File: src/hw/rtl/qvr_pkg.sv
// shared widths for the quaternion point rotation pipeline
package qvr_pkg;

    // default field widths
    localparam int QVR_QUAT_WIDTH  = 16;
    localparam int QVR_COORD_WIDTH = 24;

    // the accumulator is kept modulo 2^64 at most
    localparam int QVR_ACC_MAX_WIDTH = 64;

endpackage

File: src/hw/rtl/qvr_round_sat.sv
// round, rescale and saturate one accumulated coordinate
module qvr_round_sat #(
    parameter int QUAT_WIDTH  = qvr_pkg::QVR_QUAT_WIDTH,
    parameter int COORD_WIDTH = qvr_pkg::QVR_COORD_WIDTH,
    parameter int ACC_WIDTH   = 60
) (
    input  logic signed [ACC_WIDTH-1:0]   acc,
    output logic signed [COORD_WIDTH-1:0] coord,
    output logic                          clipped
);
    import qvr_pkg::*;

    localparam int SH = 2 * (QUAT_WIDTH - 1);
    localparam int RW = ACC_WIDTH - SH;
    localparam int EW = (RW > COORD_WIDTH) ? RW : COORD_WIDTH;

    localparam logic [ACC_WIDTH-1:0] HALF = ACC_WIDTH'(1) << (SH - 1);
    localparam logic signed [EW-1:0] HI =
        signed'({{(EW - COORD_WIDTH + 1){1'b0}}, {(COORD_WIDTH - 1){1'b1}}});
    localparam logic signed [EW-1:0] LO = ~HI;

    logic [ACC_WIDTH-1:0]  rounded;
    logic signed [RW-1:0]  shifted;
    logic signed [EW-1:0]  wide;

    // add half, then drop the fraction bits
    always_comb
    begin
        rounded = acc + HALF;
        shifted = signed'(rounded[ACC_WIDTH-1:SH]);
        wide    = EW'(shifted);
    end

    // clip to the coordinate range
    always_comb
    begin
        if (wide > HI)
        begin
            coord   = HI[COORD_WIDTH-1:0];
            clipped = 1'b1;
        end
        else if (wide < LO)
        begin
            coord   = LO[COORD_WIDTH-1:0];
            clipped = 1'b1;
        end
        else
        begin
            coord   = wide[COORD_WIDTH-1:0];
            clipped = 1'b0;
        end
    end

endmodule

File: config.mk
export PLATFORM = sky130hd
export DESIGN_NAME = qvr_round_sat
export DESIGN_NICKNAME = d
export VERILOG_FILES = /design/src/hw/rtl/qvr_pkg.sv /design/src/hw/rtl/qvr_round_sat.sv
export SDC_FILE = /design/constraint.sdc
export NUM_CORES = 1
export LEC_CHECK = 0
export ABC_CLOCK_PERIOD_IN_PS = 5850
export BUFFER_PORTS_ARGS = -buffer_cell sky130_fd_sc_hd__buf_4
export CAP_MARGIN = 10
export CORE_MARGIN = 3
export CORE_UTILIZATION = 48
export DETAILED_ROUTE_END_ITERATION = 10
export PLACE_DENSITY = 0.88
export SLEW_MARGIN = 40
export SYNTH_ARGS = -nofsm -noshare
export SYNTH_HDL_FRONTEND = slang
export SYNTH_SLANG_ARGS = --single-unit
File: constraint.sdc
create_clock -name vclk -period 5.85
set_clock_uncertainty 0.05 [all_clocks]
set_input_delay 0.2925 -clock vclk [all_inputs]
set_output_delay 0.2925 -clock vclk [all_outputs]
set_load 0.02 [all_outputs]
Yosys cells after proc, flatten, opt, wreduce, memory -nomap -nowiden
Cells that the tools add are included.
{ "classes": {"add_sub_neg": 1, "n_lt_le_gt_ge": 2, "n_mux": 4} }
{ "op_table": {"columns": ["cell", "n"], "rows": [
  ["60-bit by 30-bit adder with 60-bit output (second input constant)", 1],
  ["24-bit 2-to-1 mux", 2],
  ["30-bit by 24-bit greater-than comparator with 1-bit output (second input constant)", 1],
  ["30-bit by 24-bit less-than comparator with 1-bit output (second input constant)", 1],
  ["1-bit 2-to-1 mux", 2]
]} }
{ "word_totals": {"regBits": 0, "in_bits": 60, "output_inout_bits": 25, "wordCells": 7} }

Logic depth before layout (Yosys ltp)
Gate-level depths: netlist of run 1.
{ "logic_depth": {"depth_word": 4, "depth_mapped": 8, "ltp_nobuf": 7} }

Worst setup path after synthesis of run 1
No wires, ideal clock.
{ "synth_path": {"path_type": "input to output", "startpoint": "in acc[46]", "endpoint": "out coord[10]", "arrival_time_ns": 2.481, "required_time_ns": 5.508, "setup_slack_ns": 3.027, "stages": 8, "n_path_buf": 2, "path_cell_list": "nand3_1 -> or4_1 -> buf_4 -> nor3_1 -> mux2i_1 -> clkbuf_1 -> a211oi_1 -> o2bb2ai_1"} }
{ "synth_via": {"elab_chain_len": 4, "word_cells_on_any_way": 5, "classes_between": "add/sub: 1; order compare: 2; mux: 2"} }
{ "synth_rtl": {"columns": ["item", "line_no", "text"], "rows": [
  ["start, declared", "qvr_round_sat.sv:7", "input logic signed [ACC_WIDTH-1:0] acc,"],
  ["60-bit by 30-bit adder with 60-bit output *", "qvr_round_sat.sv:29", "rounded = acc + HALF;"],
  ["30-bit by 24-bit less-than comparator with 1-bit output", "qvr_round_sat.sv:42", "else if (wide < LO)"],
  ["24-bit 2-to-1 mux", "qvr_round_sat.sv:42", null],
  ["24-bit 2-to-1 mux *", "qvr_round_sat.sv:37", "if (wide > HI)"],
  ["end, declared", "qvr_round_sat.sv:8", "output logic signed [COORD_WIDTH-1:0] coord,"]
]} }
Every way passes the cells marked *; elsewhere a longest branch is shown, timed or not.

Final worst setup path of run 1
{ "layout_path": {"startpoint": "in acc[46]", "endpoint": "out coord[17]"} }
Same word-level chain as after synthesis.

==> results of run 1 <==
cells by family (layout without fill, tap and decap cells):
family,after synthesis,after routing,synth area share (%)
simple gates,67,67,31.84
compound gates,58,58,39.37
xor+xnor,24,24,17.09
buf+inv,16,62,9.053
mux,2,2,1.628
fa+ha+maj,1,1,1.017
power breakdown:
part / total [mW] / internal, mW / switching, mW
Sequential: 0 / 0 / 0
Clock: 0 / 0 / 0
Combinational: 0.0981 / 0.0414 / 0.0567
Total: 0.0981 / 0.0414 / 0.0567
final timing paths:
kind                  startpoint   endpoint  slack, ns
worst min-delay path     acc[40]  coord[10]       0.98
worst max-delay path     acc[46]  coord[17]       2.43
worst min-delay path: stages:
cell	delay (ns)
buf_4	0.09
xor2_1	0.08
o2bb2ai_1	0.12
buf_4	0.16
area by class of cell:
cell class | instances | area share [%]
multi-input combinational | 152 | 70.34
tap | 28 | 2.141
inverter | 4 | 0.9174
timing repair buffer | 58 | 26.61
per-layer routing:
metal,vias to the layer above,GRT usage [%]
met3,18,3.218
li1,778,-
met4,0,6.780
met2,102,45.21
met1,757,29.02
met5,-,0
layout by cell type, fill, tap and decap left out, types with 2 or more instances in the layout:
master / synthesis / final
a211oi_1: 25 / 25
buf_4: 2 / 58
inv_1: 4 / 4
mux2i_1: 2 / 2
nand2_1: 10 / 10
nand3_1: 15 / 15
nand4_1: 7 / 7
nor2_1: 9 / 9
nor3_1: 3 / 3
nor4_1: 9 / 8
o2bb2ai_1: 22 / 22
or4_1: 2 / 2
or4_2: 2 / 2
xnor2_1: 15 / 15
xor2_1: 9 / 8
metrics by stage:
step / power, mW / hold slack, ns / setup WS, ns / util [%] / area, µm²
finish: 0.09810 / 0.9847 / 2.426 / 70.59 / 1637
floorplan: 0.04726 / 0.8004 / 3.027 / - / 1230
global route: 0.1051 / 1.012 / 2.236 / 70.59 / 1637
detailed placement: 0.09572 / 0.9800 / 2.306 / 69.67 / 1615
global placement: 0.09200 / 0.9755 / 2.389 / 69.19 / 1604
CTS: 0.09599 / 0.9828 / 2.300 / 69.67 / 1615
==> results.cfg, run 1 <==
[sta]
fin_crit_sh_pct = 58.53
max_slew.worst_pin.slew_ns = 0.7344
slew_viol_final = 0
fmax_mhz = 292.1
setup_viol = 0
finalSetupTns_ns = 0
max_slew_margin_pct = 50.96
rsz0062_at_grt = false
hold_viol = 0
fin_crit_ns = 3.424

[cells_and_area]
fin_cells = 242
fillers = 174
ff_latch_area_um2 = 0
areaGrowthSynthToFinish_pct = 33.06
layout.nets = 277
multi_input_area_um2 = 1151
drive_gt1_share_pct = 34.11
diodes = 0
clkbuf_count = 0
nFlopsAndLatches = 0

[clocking]
cts_hold_buffers = 0
post_cts_buffers = 0
cts_resized = 0

[die]
pin_count = 85
initial_core_util_pct = 53.05
die-area_um2 = 3206
die_x_um = 56.62
row_count = 17
coreArea_um2 = 2318
fp.dieH_um = 56.62

[route]
drt-initial-drc-count = 98
drt_wl_total_um = 4191
post_drt_wl_per_cell_um = 17.32
highest_layer = met4
via_per_inst = 6.839
drtAntennaViolNets = 0
wl_met1_um = 1659
via_count = 1655
dr.pass1.iters = 5
wl_met2_um = 2068
dr_wl_met3_um = 368
drc = 0

[pwr]
leakage_nw = 0.5431
vdd_ir_drop_max_mv = 0.03474
power_density_nw_per_um2 = 59.94

[worst_setup_path]
slowest_delay_ns = 0.75
cp.arrival_ns = 3.08
cp_data_required_time_ns = 5.51
critPathBufInv = 3
crit_type = primary input to output pin
path_common_cell = buf_4
cp_max_fo = 13
worstSetupEndpointType = output pin
crit_slowest_cell = or4_1
critPathLaunchType = primary input
path_depth = 9
crit_chain = buf_4 -> nand3_1 -> or4_1 -> nor3_1 -> nand4_1 -> buf_4 -> a211oi_1 -> o2bb2ai_1 -> buf_4
path_delay_family = simple AND/OR/NAND/NOR gates

[synthesis]
ys_seq_area_share_pct = 0
yosysMostFrequentCell = a211oi_1
yosys-top-cells-area = o2bb2ai_1 16%, a211oi_1 15%, xnor2_1 11%
syn-instance-count = 168
netlist.area_leader.share_pct = 15.67
yosysWarningCount = 0
synth.distinct_cells = 41
synth_commonest_cells = 25 x a211oi_1, 22 x o2bb2ai_1, 15 x nand3_1, 15 x xnor2_1, 10 x nand2_1
synth.avg_cell_area_um2 = 7.321
syn_nets = 229
syn_area_um2 = 1230
yosysTopAreaCell = o2bb2ai_1

[place]
placedCellCount = 241
hpwl_um = 3171
numPortBuffers = 56
routabilityCongestion = 0.9042

[global_routing]
grt_pass1_vias = 1527
grt.total_usage_pct = 24.51
grt_max_degree = 27
grt_antenna_before_repair = 0
grt_pass1_wl_um = 6665
grt-ovfl-total = 0

[worst_hold_path]
whs_path_depth = 4
holdCritPathClass = primary input to output pin

[run]
max_cap_viol_count = 0

[status]
status = completed
(Power assumes the default switching activity.)
==> run 2, diff against run 1 <==
ABC_AREA = 1   (was not set)
ABC_CLOCK_PERIOD_IN_PS = 3150   (was 5850)
CORE_UTILIZATION = 45   (was 48)
PLACE_DENSITY = 0.83   (was 0.88)
clock period = 3.15 ns   (was 5.85 ns; I/O delays follow)
==> run 2 against run 1 <==
Against the previous run: highest routed layer unchanged; die area is 8.7% higher; critical path depth is 5 higher; combinational power is 110% higher; first-iteration DRC count is 39% lower; global-route usage is 5.0 points lower; area after synthesis is 3.0% higher.
==> results.cfg, run 2 <==
[sta]
hold_viol = 0
fin_crit_sh_pct = 71.67
slew_viol_final = 0
max_slew.worst_pin.slew_ns = 0.3707
fmax_mhz = 443.0
setup_viol = 0
finalSetupTns_ns = 0
max_slew_margin_pct = 75.26
fin_crit_ns = 2.258
rsz0062_at_grt = false

[route]
via_per_inst = 4.689
post_drt_wl_per_cell_um = 10.51
dr.pass1.iters = 4
drtAntennaViolNets = 0
drc = 0
via_count = 1449
drt_wl_total_um = 3249
drt-initial-drc-count = 60

[synthesis]
synth.distinct_cells = 19
yosysWarningCount = 0
yosysTopAreaCell = nand2_1
synth_commonest_cells = 76 x nand2_1, 45 x nand2_2, 33 x nor2_1, 13 x xor2_1, 12 x inv_1
netlist.area_leader.share_pct = 22.53
syn_nets = 288
ys_seq_area_share_pct = 0
yosys-top-cells-area = nand2_1 23%, nand2_2 22%, nor2_1 9.8%
synth.avg_cell_area_um2 = 5.578
yosysMostFrequentCell = nand2_1
syn-instance-count = 227
syn_area_um2 = 1266

[clocking]
cts_hold_buffers = 0
cts_resized = 0
post_cts_buffers = 0

[worst_setup_path]
cp_data_required_time_ns = 2.94
crit_type = primary input to output pin
cp.arrival_ns = 2.05
cp_max_fo = 24
worstSetupEndpointType = output pin
critPathLaunchType = primary input

[cells_and_area]
layout.nets = 342
areaGrowthSynthToFinish_pct = 29.84
drive_gt1_share_pct = 44.44
mostFrequentLayoutCell = nand2_1
clkbuf_count = 0
final_cell_mix = 76 x nand2_1, 56 x buf_4, 45 x nand2_2
fin_cells = 309
nFlopsAndLatches = 0
ff_latch_area_um2 = 0
diodes = 0

[die]
pin_count = 85
die-area_um2 = 3486
initial_core_util_pct = 49.32
die_x_um = 59.05
row_count = 18
fp.dieH_um = 59.05
coreArea_um2 = 2567

[pwr]
seqPwrFrac_pct = 0
power.share.combinational_pct = 100.0
p_sw_share_pct = 56.99
p_total_mw = 0.2031
power_density_nw_per_um2 = 123.5
switchingPower_mw = 0.1157
clockPowerShare_pct = 0
internal_power_mw = 0.08734
leakage_nw = 0.7780
vdd_ir_drop_max_mv = 0.08962

[global_routing]
grt.total_usage_pct = 19.54
grt_pass1_wl_um = 5561
grt_pass1_vias = 1315
grt_antenna_before_repair = 0
grt-ovfl-total = 0
grt_max_degree = 25

[worst_hold_path]
holdCritPathClass = primary input to output pin

[place]
numPortBuffers = 56
hpwl_um = 2888
placedCellCount = 309
routabilityCongestion = 0.8520

[run]
max_cap_viol_count = 0

[status]
status = completed
[run 2: cell count changes in the layout (fill, tap and decap cells not counted), moves of 9 or more]
cell       before  now
nand3_1        15    3
nand2_2         0   45
a211oi_1       25    0
o2bb2ai_1      22    0
nand2_1        10   76
nor2_1          9   33
nor2_2          0    9
[run 2: kinds of logic after synthesis]
kind of cell,Yosys count,synth area share [%]
buffers and inverters,21,11.36
adders and majority gates,1,0.9880
xor gates and xnor gates,22,15.81
and+or+nand+nor,183,71.84
[run 2: final timing paths]
| kind | slack [ns] | startpoint | to | depth (start not counted) |
|---|---|---|---|---|
| setup / recovery | 0.89 | acc[29] | coord[1] | 14 |
| hold / removal | 0.67 | acc[51] | coord[21] | 5 |
[run 2: cell type report]
type / instances / area [µm²]
fillers: 266 / 923.4
inverters: 17 / 63.81
multi-input cells: 206 / 1122
repair buffers: 56 / 420.4
well taps: 30 / 37.54
[run 2: metrics by stage]
| stage | hold slack [ns] | area [µm²] | util [%] | setup slack (ns) |
|---|---|---|---|---|
| finish | 0.6681 | 1644 | 64.04 | 0.8924 |
| floorplan | 0.4616 | 1266 | - | 1.211 |
| CTS | 0.6730 | 1644 | 64.04 | 0.8593 |
| detailed placement | 0.6730 | 1644 | 64.04 | 0.8665 |
| global placement | 0.6691 | 1644 | 64.04 | 0.8946 |
| global route | 0.6923 | 1644 | 64.04 | 0.6815 |
[run 2: power groups by stage]
stage / clock network (mW) / logic, mW / registers (mW)
global route: 0 / 0.224 / 0
finish: 0 / 0.203 / 0
CTS: 0 / 0.205 / 0
detailed placement: 0 / 0.205 / 0
global placement: 0 / 0.201 / 0
floorplan: 0 / 0.129 / 0
[run 2: per-layer routing]
layer  part of all wire [%]  track usage (%)  up-vias  routed length, µm
met5                      0                0        -                  0
met4                   0.83            1.618        0                 27
met3                    6.1            1.525        2                199
met2                     47            33.91       43               1523
met1                     46            27.33      615               1499
li1                       -                -      789                  -
[run 2: critical path, stage by stage]
cell	delay (ns)
buf_4	0.10
ha_1	0.16
nand2_1	0.09
inv_2	0.07
nand2_2	0.06
nor2_2	0.14
nand3_2	0.14
nor2_4	0.14
nand3_2	0.09
xor2_2	0.25
inv_2	0.07
nand2_4	0.30
nand2_1	0.10
buf_4	0.16
==> run 3, diff against run 2 <==
ABC_CLOCK_PERIOD_IN_PS = 2000   (was 3150)
CORE_UTILIZATION = 40   (was 45)
PLACE_DENSITY = 0.77   (was 0.83)
clock period = 2 ns   (was 3.15 ns; I/O delays follow)
==> run 3 against run 2 <==
Against the previous run: critical path depth increased by 1; total power increased by 95%; non-clock buffer count increased by 18; first-iteration DRC count increased by 8.3%; worst hold slack got worse by 0.12 ns; worst setup slack got worse by 0.85 ns; utilization increased by 5.8 points; critical endpoint is now coord[16]; largest cell class unchanged; highest routed layer unchanged.
==> results.cfg, run 3 (synthesis results as in run 2) <==
[sta]
max_slew_margin_pct = 77.12
rsz0062_at_grt = true
finalSetupTns_ns = 0
max_slew.worst_pin.slew_ns = 0.3406
fin_crit_sh_pct = 97.68
slew_viol_final = 0
setup_viol = 0
fin_crit_ns = 1.954
fmax_mhz = 511.9
hold_viol = 0

[pwr]
internal_power_mw = 0.1850
p_sw_share_pct = 53.39
switchingPower_mw = 0.2119
seqPwrFrac_pct = 0
leakage_nw = 0.9408
power_density_nw_per_um2 = 197.6
vdd_ir_drop_max_mv = 0.1371
clockPowerShare_pct = 0
power.share.combinational_pct = 100.0

[cells_and_area]
drive_gt1_share_pct = 50.17
fillers = 240
final_cell_area_um2 = 2008
ff_latch_area_um2 = 0
areaGrowthSynthToFinish_pct = 58.60
final_cell_mix = 74 x nand2_1, 57 x buf_4, 40 x nand2_2
final_util_pct = 69.81
nFlopsAndLatches = 0
diodes = 0
layout.nets = 360
fin_cells = 339
clkbuf_count = 0
mostFrequentLayoutCell = nand2_1

[worst_setup_path]
cp.arrival_ns = 1.80
crit_chain = buf_8 -> ha_4 -> nand2_4 -> inv_4 -> nand2_4 -> nor2_4 -> nand3_4 -> nor2_4 -> nand3_4 -> xor2_4 -> inv_2 -> nand2_4 -> clkbuf_16 -> nand2_4 -> buf_6
slowest_delay_ns = 0.24
worstSetupEndpointType = output pin
critPathBufInv = 5
path_common_cell = nand2_4
crit_slowest_cell = xor2_4
crit_type = primary input to output pin
cp_data_required_time_ns = 1.85
path_delay_family = simple AND/OR/NAND/NOR gates
cp_max_fo = 5
critPathLaunchType = primary input

[route]
via_per_inst = 4.732
drc = 0
via_count = 1604
drt-initial-drc-count = 65
drt_wl_total_um = 4052
post_drt_wl_per_cell_um = 11.95
drtAntennaViolNets = 0
dr.pass1.iters = 4

[global_routing]
grt_pass1_wl_um = 5685
grt.total_usage_pct = 16.69
grt_pass1_vias = 1413
grt_antenna_before_repair = 0
grt_max_degree = 22
grt-ovfl-total = 0

[die]
die_x_um = 62.27
initial_core_util_pct = 44.02
die-area_um2 = 3877
coreArea_um2 = 2877
row_count = 19
pin_count = 85
fp.dieH_um = 62.27

[place]
placedCellCount = 332
placedInstanceArea_um2 = 1767
routabilityCongestion = 0.9053
numPortBuffers = 56
hpwl_um = 3073

[clocking]
cts_hold_buffers = 0

[worst_hold_path]
holdCritPathClass = primary input to output pin

[run]
max_cap_viol_count = 0

[status]
status = completed
==> run 3: routing by layer <==
layer	up-vias	global-route usage (%)	part of all wire (%)
li1	828	-	-
met1	704	21.17	40
met2	65	31.99	52
met3	7	1.261	6.2
met4	0	0.8264	1.3
met5	-	0	0
==> run 3: final timing paths <==
path	start	endpoint	slack [ns]	cells after the start
worst max-delay path	acc[30]	coord[16]	0.05	15
worst min-delay path	acc[45]	coord[15]	0.55	5
==> run 3: power by group through the flow <==
stage               sequential, mW  combinational (mW)  clock [mW]
finish                           0               0.397           0
detailed placement               0               0.342           0
global placement                 0               0.338           0
floorplan                        0               0.203           0
global route                     0               0.430           0
CTS                              0               0.344           0
==> run 3: through the flow <==
stage	hold slack [ns]	setup slack (ns)	power [mW]
2_1_floorplan	0.3466	0.1763	0.2034
3_3_place_gp	0.5543	-0.0008996	0.3377
3_5_place_dp	0.5554	0.01090	0.3420
4_1_cts	0.5554	0.02033	0.3444
5_1_grt	0.5737	-0.06109	0.4299
6_report	0.5477	0.04633	0.3969
==> run 3: worst min-delay path, cell delays in order <==
cell	delay [ns]
buf_4	0.10
xor2_1	0.07
nand2_2	0.06
nand2_2	0.04
buf_6	0.12
==> run 3: final cells by class <==
class,instances,area (µm²),area share [%]
inverter,17,66.31,3.302
multi-input combinational,206,1221,60.81
tap,42,52.55,2.617
timing repair buffer,74,668.1,33.27
==> run 3: timing repair <==
action | 4_1_cts | 5_1_grt
endpoints found under the setup margin | 11 | 24
pin swaps | 0 | 10
resized for setup | 1 | 33
cloned | 0 | 3
buffers inserted | 0 | 4
